[src/rtl/core/ssfe_pkg.sv]
// Shared types and codes for the SMBIOS string field extractor.
`timescale 1ns / 1ps
`default_nettype none

package ssfe_pkg;

  // Result status codes
  typedef enum logic [2:0] {
    ST_CHAR      = 3'd0,
    ST_COMPLETE  = 3'd1,
    ST_ABSENT    = 3'd2,
    ST_NOT_FOUND = 3'd3,
    ST_TRUNCATED = 3'd4
  } status_t;

  // Configuration register indexes
  localparam logic CFG_TARGET_TYPE = 1'b0;
  localparam logic CFG_STRING_OFFSET = 1'b1;

  // Register reset values
  localparam logic [7:0] TARGET_TYPE_RESET = 8'd2;
  localparam logic [7:0] STRING_OFFSET_RESET = 8'd7;

  // One result from the parser step
  typedef struct packed {
    logic       valid;
    logic       char_valid;
    logic [7:0] char_byte;
    status_t    status;
    logic       last;
  } result_t;

endpackage

`default_nettype wire

[src/rtl/core/smbios_string_field_extractor.sv]
// Top level of the SMBIOS string field extractor: config, stream ports, result register.
`timescale 1ns / 1ps
`default_nettype none

// Takes a raw SMBIOS structure table one byte per request on the slave stream
// (tlast on the table's final byte) and finds the first structure whose type
// matches target_type. The string number at string_index_offset in its
// formatted area selects a string, whose bytes come out one per request on the
// master stream, followed by a completion status; absent, not-found and
// truncated outcomes are reported the same way, with tlast on the final
// result of each search. Each byte is parsed in the cycle it is accepted and
// its result, if any, lands in a single output register, so one byte is
// taken every cycle while the master side keeps up; a stalled result holds
// the slave side only until it is taken. Configuration writes are meant for
// idle periods between tables.
module smbios_string_field_extractor (
  input  wire logic        clk,
  input  wire logic        rst,
  // Slave stream
  input  wire logic        s_axis_tvalid,
  output logic             s_axis_tready,
  input  wire logic [7:0]  s_axis_tdata,   // [7:0] table_byte
  input  wire logic        s_axis_tlast,   // table_last
  // Master stream
  output logic             m_axis_tvalid,
  input  wire logic        m_axis_tready,
  output logic [15:0]      m_axis_tdata,   // [7:0] char_byte, [10:8] status, rest zero
  output logic             m_axis_tuser,   // [0] char_valid
  output logic             m_axis_tlast,   // last
  // Configuration write port
  input  wire logic        cfg_we,
  input  wire logic        cfg_index,
  input  wire logic [7:0]  cfg_data
);
  import ssfe_pkg::*;

  logic [7:0] target_type;
  logic [7:0] string_index_offset;
  logic       in_fire;
  result_t    step_result;
  logic       out_valid;
  logic       out_char_valid;
  logic [7:0] out_char_byte;
  status_t    out_status;
  logic       out_last;

  // Configuration registers
  always_ff @(posedge clk) begin
    if (rst) begin
      target_type         <= TARGET_TYPE_RESET;
      string_index_offset <= STRING_OFFSET_RESET;
    end else if (cfg_we) begin
      case (cfg_index)
        CFG_TARGET_TYPE:   target_type <= cfg_data;
        CFG_STRING_OFFSET: string_index_offset <= cfg_data;
        default: ;
      endcase
    end
  end

  // Accept while the result register is empty or draining
  assign s_axis_tready = !out_valid || m_axis_tready;
  assign in_fire = s_axis_tvalid && s_axis_tready;

  ssfe_parser u_parser (
    .clk                 (clk),
    .rst                 (rst),
    .advance             (in_fire),
    .table_byte          (s_axis_tdata),
    .table_last          (s_axis_tlast),
    .target_type         (target_type),
    .string_index_offset (string_index_offset),
    .result              (step_result)
  );

  // Result register
  always_ff @(posedge clk) begin
    if (rst) begin
      out_valid <= 1'b0;
    end else if (s_axis_tready) begin
      out_valid <= in_fire && step_result.valid;
    end
  end

  always_ff @(posedge clk) begin
    if (in_fire && step_result.valid) begin
      out_char_valid <= step_result.char_valid;
      out_char_byte  <= step_result.char_byte;
      out_status     <= step_result.status;
      out_last       <= step_result.last;
    end
  end

  assign m_axis_tvalid = out_valid;
  assign m_axis_tdata  = {5'd0, out_status, out_char_byte};
  assign m_axis_tuser  = out_char_valid;
  assign m_axis_tlast  = out_last;

endmodule

`default_nettype wire

[src/rtl/core/ssfe_parser.sv]
// Byte-wise SMBIOS structure parser: state registers and next-state logic.
`timescale 1ns / 1ps
`default_nettype none

module ssfe_parser (
  input  wire logic            clk,
  input  wire logic            rst,
  input  wire logic            advance,
  input  wire logic [7:0]      table_byte,
  input  wire logic            table_last,
  input  wire logic [7:0]      target_type,
  input  wire logic [7:0]      string_index_offset,
  output ssfe_pkg::result_t    result
);
  import ssfe_pkg::*;

  typedef enum logic [1:0] {
    PH_FORMAT  = 2'b01,
    PH_STRINGS = 2'b10
  } phase_t;

  phase_t     phase, phase_next;
  logic [7:0] struct_offset, struct_offset_next;
  logic [7:0] struct_type, struct_type_next;
  logic [7:0] formatted_length, formatted_length_next;
  logic [7:0] wanted_string, wanted_string_next;
  logic [7:0] string_count, string_count_next;
  logic       prev_was_nul, prev_was_nul_next;
  logic       emitting, emitting_next;
  logic       finished, finished_next;

  logic [7:0] count_inc;
  logic       is_target;
  logic       format_done;

  // Saturating string counter increment
  assign count_inc = (string_count == 8'hFF) ? 8'hFF : string_count + 8'd1;
  assign is_target = (struct_type == target_type);
  assign format_done = (struct_offset != 8'd0) &&
                       ({1'b0, struct_offset} + 9'd1 >= {1'b0, formatted_length_next});

  // Next state and result for the current byte
  always_comb begin
    phase_next            = phase;
    struct_offset_next    = struct_offset;
    struct_type_next      = struct_type;
    formatted_length_next = formatted_length;
    wanted_string_next    = wanted_string;
    string_count_next     = string_count;
    prev_was_nul_next     = prev_was_nul;
    emitting_next         = emitting;
    finished_next         = finished;
    result                = '{valid: 1'b0, char_valid: 1'b0, char_byte: 8'd0,
                              status: ST_CHAR, last: 1'b0};

    if (!finished) begin
      case (phase)
        PH_FORMAT: begin
          if (struct_offset == 8'd0) struct_type_next = table_byte;
          if (struct_offset == 8'd1) formatted_length_next = table_byte;
          if (struct_offset == string_index_offset) wanted_string_next = table_byte;
          if (format_done) begin
            phase_next        = PH_STRINGS;
            string_count_next = 8'd0;
            prev_was_nul_next = 1'b0;
            if (struct_type_next == target_type && wanted_string_next == 8'd0) begin
              result.valid  = 1'b1;
              result.status = ST_ABSENT;
              result.last   = 1'b1;
              finished_next = 1'b1;
            end
          end else begin
            struct_offset_next = struct_offset + 8'd1;
          end
        end
        PH_STRINGS: begin
          if (emitting) begin
            // Inside the selected string
            result.valid = 1'b1;
            if (table_byte == 8'd0) begin
              result.status = ST_COMPLETE;
              result.last   = 1'b1;
              emitting_next = 1'b0;
              finished_next = 1'b1;
            end else begin
              result.char_valid = 1'b1;
              result.char_byte  = table_byte;
              result.status     = table_last ? ST_TRUNCATED : ST_CHAR;
              result.last       = table_last;
            end
          end else if (table_byte == 8'd0) begin
            if (prev_was_nul) begin
              // Double NUL closes the structure
              if (is_target) begin
                result.valid  = 1'b1;
                result.status = ST_NOT_FOUND;
                result.last   = 1'b1;
                finished_next = 1'b1;
              end
              phase_next            = PH_FORMAT;
              struct_offset_next    = 8'd0;
              struct_type_next      = 8'd0;
              formatted_length_next = 8'd0;
              wanted_string_next    = 8'd0;
              string_count_next     = 8'd0;
              prev_was_nul_next     = 1'b0;
            end else begin
              prev_was_nul_next = 1'b1;
            end
          end else begin
            // First byte of a new string
            if (prev_was_nul || string_count == 8'd0) begin
              string_count_next = count_inc;
              if (is_target && count_inc == wanted_string) begin
                emitting_next     = 1'b1;
                result.valid      = 1'b1;
                result.char_valid = 1'b1;
                result.char_byte  = table_byte;
                result.status     = table_last ? ST_TRUNCATED : ST_CHAR;
                result.last       = table_last;
              end
            end
            prev_was_nul_next = 1'b0;
          end
        end
        default: begin
          phase_next = PH_FORMAT;
        end
      endcase
    end

    // Table end: report a miss and rearm
    if (table_last) begin
      if (!finished_next && !result.valid) begin
        result.valid  = 1'b1;
        result.status = ST_NOT_FOUND;
        result.last   = 1'b1;
      end
      phase_next            = PH_FORMAT;
      struct_offset_next    = 8'd0;
      struct_type_next      = 8'd0;
      formatted_length_next = 8'd0;
      wanted_string_next    = 8'd0;
      string_count_next     = 8'd0;
      prev_was_nul_next     = 1'b0;
      emitting_next         = 1'b0;
      finished_next         = 1'b0;
    end
  end

  // Parser state
  always_ff @(posedge clk) begin
    if (rst) begin
      phase            <= PH_FORMAT;
      struct_offset    <= 8'd0;
      struct_type      <= 8'd0;
      formatted_length <= 8'd0;
      wanted_string    <= 8'd0;
      string_count     <= 8'd0;
      prev_was_nul     <= 1'b0;
      emitting         <= 1'b0;
      finished         <= 1'b0;
    end else if (advance) begin
      phase            <= phase_next;
      struct_offset    <= struct_offset_next;
      struct_type      <= struct_type_next;
      formatted_length <= formatted_length_next;
      wanted_string    <= wanted_string_next;
      string_count     <= string_count_next;
      prev_was_nul     <= prev_was_nul_next;
      emitting         <= emitting_next;
      finished         <= finished_next;
    end
  end

endmodule

`default_nettype wire

[config.mk]
export PLATFORM = sky130hd
export DESIGN_NAME = smbios_string_field_extractor
export DESIGN_NICKNAME = d
export VERILOG_FILES = /design/src/rtl/core/ssfe_pkg.sv /design/src/rtl/core/smbios_string_field_extractor.sv /design/src/rtl/core/ssfe_parser.sv
export SDC_FILE = /design/constraint.sdc
export NUM_CORES = 1
export LEC_CHECK = 0
export BUFFER_PORTS_ARGS = -buffer_cell sky130_fd_sc_hd__buf_2
export CAP_MARGIN = 20
export CORE_UTILIZATION = 45
export DETAILED_ROUTE_END_ITERATION = 7
export PLACE_DENSITY_LB_ADDON = 0.12
export SYNTH_ARGS = -nofsm -noshare
export SYNTH_HDL_FRONTEND = slang
export SYNTH_SLANG_ARGS = --single-unit
[constraint.sdc]
create_clock -name clk -period 12.7 [get_ports clk]
set_clock_uncertainty 0.15 [all_clocks]
set_input_delay 0.635 -clock clk [delete_from_list [all_inputs] [get_ports clk]]
set_output_delay 0.635 -clock clk [all_outputs]
set_load 0.02 [all_outputs]
# Word-level counts from Yosys, hierarchy flattened
# Index checks and enable logic that the tools add are counted.
# word_totals
regBits	75
# op_classes
muxes	87
bitwise	2
n_lt_le_gt_ge	1
addsub	3
n_reduce_logical	27
n_eq_ne	16
# ops
cell	count
$mux 8	29
$pmux 8 s2	5
$mux 14	4
$eq 8x8->1	4
$logic_not 8->1	4
$mux 9	3
$mux 1	26
$mux 4	6
$add 8x1->8 const B	2
$reduce_and 7->1	2
$mux 2	6
$reduce_and 6->1	2
$add 8x1->9 const B	1
$ge 9x8->1	1
$mux 3	3
$ne 3x2->1 const B	3
$eq 8x1->1 const B	1
$eq 8x8->1 const B	1
$pmux 4 s2	1
$reduce_bool 8->1	1
$logic_and 1x1->1	6
$ne 3x3->1 const B	2
$pmux 1 s2	3
$reduce_and 5->1	1
other kinds (14)	19

# Depth between registers and ports, before layout
# depth
ltp_word	16
mapped_depth	18
ltp_nobuf	16

# Hierarchy
# A second synthesis with hierarchy kept.
# hier_totals
hier_cells	560
area_unflattened_um2	4834.6
# by_module_without_submodules
mod	area_each_um2	cells_per_inst	seq_area_each_um2	instances
ssfe_parser	3678.5	471	900.9	1
smbios_string_field_extractor	1156.1	89	730.7	1

# Least setup slack after synthesis
# No wires, ideal clock.
# synth_timing
path_type	input port to flip-flop
from	input s_axis_tdata[1]
to	register out_last, in the netlist m_axis_tlast, enable pin
slack_ns	7.751
t_arrival_ns	4.393
setup_ns	0.406
cell_stages	16
path_cell_list	clkbuf_1 > nor4_1 > and2_1 > clkbuf_1 > a31oi_1 > a211o_1 > a22oi_1 > nor2_1 > ha_1 > nor2b_1 > o21ai_0 > a221oi_1 > nor2_1 > and4_1 > nor2_1 > a221oi_1
# synth_between
elab_chain_len	16
# synth_rtl
element	line_no	source
start: declaration	smbios_string_field_extractor.sv:22	input wire logic [7:0] s_axis_tdata,
$logic_not 8->1 *	ssfe_parser.sv:91	end else if (table_byte == 8'd0) begin
$mux 8 *	ssfe_parser.sv:91	
$mux 8 *	ssfe_parser.sv:77	if (emitting) begin
$pmux 8 s2 *	ssfe_parser.sv:57	case (phase)
$mux 8 *	ssfe_parser.sv:56	if (!finished) begin
$mux 8 *	ssfe_parser.sv:133	if (table_last) begin
via u_parser.formatted_length_next[0]	ssfe_parser.sv:25	logic [7:0] formatted_length, formatted_length_next;
$ge 9x8->1 *	ssfe_parser.sv:40	({1'b0, struct_offset} + 9'd1 >= {1'b0, formatted_length_next});
$logic_and 1x1->1 *	ssfe_parser.sv:39	assign format_done = (struct_offset != 8'd0) &&
$mux 1 *	ssfe_parser.sv:62	if (format_done) begin
$pmux 1 s2	ssfe_parser.sv:57	
$mux 1 / $mux 14 (equally long branches)	ssfe_parser.sv:56	
$logic_not 1->1	ssfe_parser.sv:134	if (!finished_next && !result.valid) begin
$logic_and 1x1->1	ssfe_parser.sv:134	
$mux 1	ssfe_parser.sv:134	
$mux 1 *	ssfe_parser.sv:133	
$logic_and 1x1->1 *	smbios_string_field_extractor.sv:86	if (in_fire && step_result.valid) begin
end signal: assignment	smbios_string_field_extractor.sv:90	out_last <= step_result.last;
end: declaration	smbios_string_field_extractor.sv:45	logic out_last;
# The timed path passes the listed nets; every way through them passes the cells marked *. The select of a mux whose other input is x is not followed.
# A chain may end at the register's enable or synchronous reset.

# Worst setup path in the final report
# layout_timing
from	register u_parser.phase[0]
to	register out_char_byte[5], enable pin
# layout_between
elab_chain_len	14
# layout_rtl
element	line_no	source
start: declaration	ssfe_parser.sv:22	phase_t phase, phase_next;
start signal: assignment	ssfe_parser.sv:164	phase <= phase_next;
$eq 2x2->1 / $eq 2x1->1 (equally long branches)	ssfe_parser.sv:57	
$pmux 8 s2	ssfe_parser.sv:57	
$mux 8	ssfe_parser.sv:56	
$mux 8	ssfe_parser.sv:133	
$ge 9x8->1	ssfe_parser.sv:40	
$logic_and 1x1->1	ssfe_parser.sv:39	
$mux 1	ssfe_parser.sv:62	
$pmux 1 s2	ssfe_parser.sv:57	
$mux 1 / $mux 14 (equally long branches)	ssfe_parser.sv:56	
$logic_not 1->1	ssfe_parser.sv:134	
$logic_and 1x1->1	ssfe_parser.sv:134	
$mux 1	ssfe_parser.sv:134	
$mux 1 *	ssfe_parser.sv:133	
$logic_and 1x1->1 *	smbios_string_field_extractor.sv:86	
end signal: assignment	smbios_string_field_extractor.sv:88	out_char_byte <= step_result.char_byte;
end: declaration	smbios_string_field_extractor.sv:43	logic [7:0] out_char_byte;
# Mark *: on every way between the ends. The rest lies on a longest branch, timed or not.

==> results.tsv <==
metric	value	unit
synthesis.area	0.00445	mm²
grt_max_degree	69	
grt_pass1_vias	3761	
drc	0	
post-route-period-util	0.341	
synth_flop_cell	dfxtp_1	
postLayoutCoreUtil	0.521	
cts.clk_slew.worst_paths	80	ps
grt_pass1_wl	19100	µm
p_seq_frac	0.494	
fill_cells	912	
slowest_stage	ha_1	
share_comb_of_total_power	0.126	
grt_use_total	0.240	
wl_per_cell	16.5	µm
cts_setup_buffers	0	
synth_edf_count	13	
place_ws	7760	ps
synth_area_leader_cell	dfxtp_1	
cts-buffers-inserted	9	
fmax	0.231	GHz
ys_async_sr_fraction	0	
num_vias	4075	
hpwlAfterDp	8460	µm
final_cell_mix	66 x nand2_1, 62 x dfxtp_1, 52 x nor2_1	
finalWirelength	11600	µm
start_util	0.472	
worst_slack	8380	ps
reg2regPathDepth	16	
clock-sinks	75	
io-pin-count	43	
dr.pass1.iters	5	
slew_headroom	0.387	
ctsHtreeMaxLevel	3	
dieArea	0.0103	mm²
power.leakage	1.97	nW
die_x	101	µm
powerDensity	104	mW/mm²
core_area	0.00942	mm²
num_rows	35	
maxCapViolCount	0	
critPathMaxFanout	13	
holdBufCountCts	0	
clock_latency	350	ps
drv_slew	0	
ys_seq_area_frac	0.367	
register_area	0.00163	mm²
place_congestion	0.945	
arrival	4230	ps
layout-drive-gt1-share	0.125	
yosys_register_bits	75	
status	completed	
postSynthCellCount	544	
clk_path_buf_depth	2	
yosysWarnings	0	
worstPathRequired	12600	ps
tightest_slew	912	ps
io_buffers	37	
path_common_cell	nor2_1	
antenna_cells	0	
fin_crit	4320	ps
syn_to_final_growth	10.3	%
ant_nets	0	
irDropWorstVdd	0.0000689	V
critPathKind	flop to flop	
setup_tns	0	ps
root_buffer	clkbuf_8	
cp_cell_sequence	inv_1 -> ha_1 -> nor2_1 -> nand2_1 -> nor2_1 -> a22oi_1 -> or2_2 -> ha_1 -> a21oi_1 -> o21ai_0 -> a221oi_1 -> nor2_1 -> and4_1 -> nor2_1 -> a221oi_1 -> buf_4	
p_clk_frac	0.379	
layout_commonest_cell	nand2_1	
cp_slowest_stage_delay	400	ps
whs_path_depth	2	
switching_power	138	µW
gr-total-overflow	0	
crit_path_start_kind	flop	
report.final.hold_viol_count	0	
total_power	512	µW
cts_tree	done	
intPower	374	µW
ys_top_cells_by_area	dfxtp_1 28%, edfxtp_1 8.8%, nand2_1 5.6%, a22oi_1 4.4%, nor2_1 4.4%	
finalNetCount	603	
p_sw_frac	0.269	
syn_avg_cell_area	8.18	µm²
rsz0062_at_grt	false	
synth_top_area_frac	0.279	
hold_path_class	flop to flop	
via_per_inst	5.83	
setup_viol	0	
antenna_found_initial	0	
end_kind	flop	
post_cts_resized	0	
ys_types	57	
die_h	101	µm
drtIter0Drc	320	
multi_input_area	0.00259	mm²
-- path summary, 6_finish.rpt --
kind	start	endpoint	slack, ps
worst max-delay path	u_parser.phase[0]	out_char_byte[5]	8380
worst min-delay path	u_parser.formatted_length[0]	u_parser.formatted_length[0]	310
worst max register to register	u_parser.phase[0]	out_char_byte[5]	8380
worst min register to register	u_parser.formatted_length[0]	u_parser.formatted_length[0]	310
-- through the flow --
step           instances  area [µm²]  hold WS [ps]
4_1_cts              697        4880           313
6_report             699        4910           314
3_3_place_gp         681        4670           292
2_1_floorplan        548        4460           286
5_1_grt              699        4910           344
3_5_place_dp         681        4670           302
-- kinds of logic after synthesis --
family | after synthesis | share of synthesized area
AND/OR/NAND/NOR | 229 | 0.262
buffers and inverters | 57 | 0.0534
adder cells (fa/ha/maj) | 15 | 0.0422
AO/OA/AOI/OAI | 137 | 0.213
XOR/XNOR | 24 | 0.0473
multiplexers | 6 | 0.0141
flip-flops | 75 | 0.367
other | 1 | 0.000843
-- synthesized netlist by cell type (2+ instances only) --
cell type and n:
a211oi_1 7, nor2_1 52, ha_1 15, and4_1 5
nand2b_1 10, nand4_1 2, o2111ai_1 3, or2_2 9
o21ai_0 18, buf_4 5, a221oi_1 6, a21o_1 3
and3_1 17, nor4b_1 3, o31a_1 2, a31oi_1 7
buf_2 4, nor3_1 7, xor2_1 18, nor2b_1 5
or3_1 6, clkbuf_1 25, nor4_1 7, o31ai_1 7
a22oi_1 26, nand3_1 14, nand3b_1 16, inv_1 22
mux2_2 2, xnor2_1 6, a21oi_1 35, dfxtp_1 62
nand2_1 66, mux2i_1 4, a222oi_1 2, o21ai_1 3
o41ai_1 2, and2_1 6, o21a_1 3, edfxtp_1 13
a211o_1 3
-- final cells by class --
class | instances | area share
multi-input cells | 416 | 0.529
clock inverters | 5 | 0.0122
flip-flops and latches | 75 | 0.333
clock buffers | 11 | 0.0311
inverters | 23 | 0.0176
well taps | 129 | 0.0329
repair buffers | 40 | 0.0449
-- power groups by stage --
stage	sequential [mW]	combinational, mW	clock [mW]
after floorplan	0.260	0.0428	0
after global placement	0.259	0.0620	0
after detailed placement	0.259	0.0627	0
after CTS	0.253	0.0630	0.198
after global routing	0.254	0.0708	0.209
final	0.253	0.0647	0.194
-- critical path: cells and delay by family (launching register included) --
kind | cells | cell delay [ps]
compound gates | 5 | 810
flops | 1 | 340
fa+ha+maj | 2 | 690
simple gates | 7 | 1730
buf+inv | 2 | 320
-- state kept, by name (all words and copies together), names as in the netlist, 8 cells and up --
name,cells
out_char_byte,8
string_index_offset,8
target_type,8
u_parser.formatted_length,8
u_parser.string_count,8
u_parser.struct_offset,8
u_parser.struct_type,8
u_parser.wanted_string,8
-- routing by layer --
metal	vias to the layer above	share of wire	track usage
met2	162	0.42	0.356
met4	0	0.018	0.0825
li1	2007	-	-
met3	14	0.066	0.0442
met1	1892	0.49	0.348
met5	-	0	0
Power figures use the tool's default switching activity.
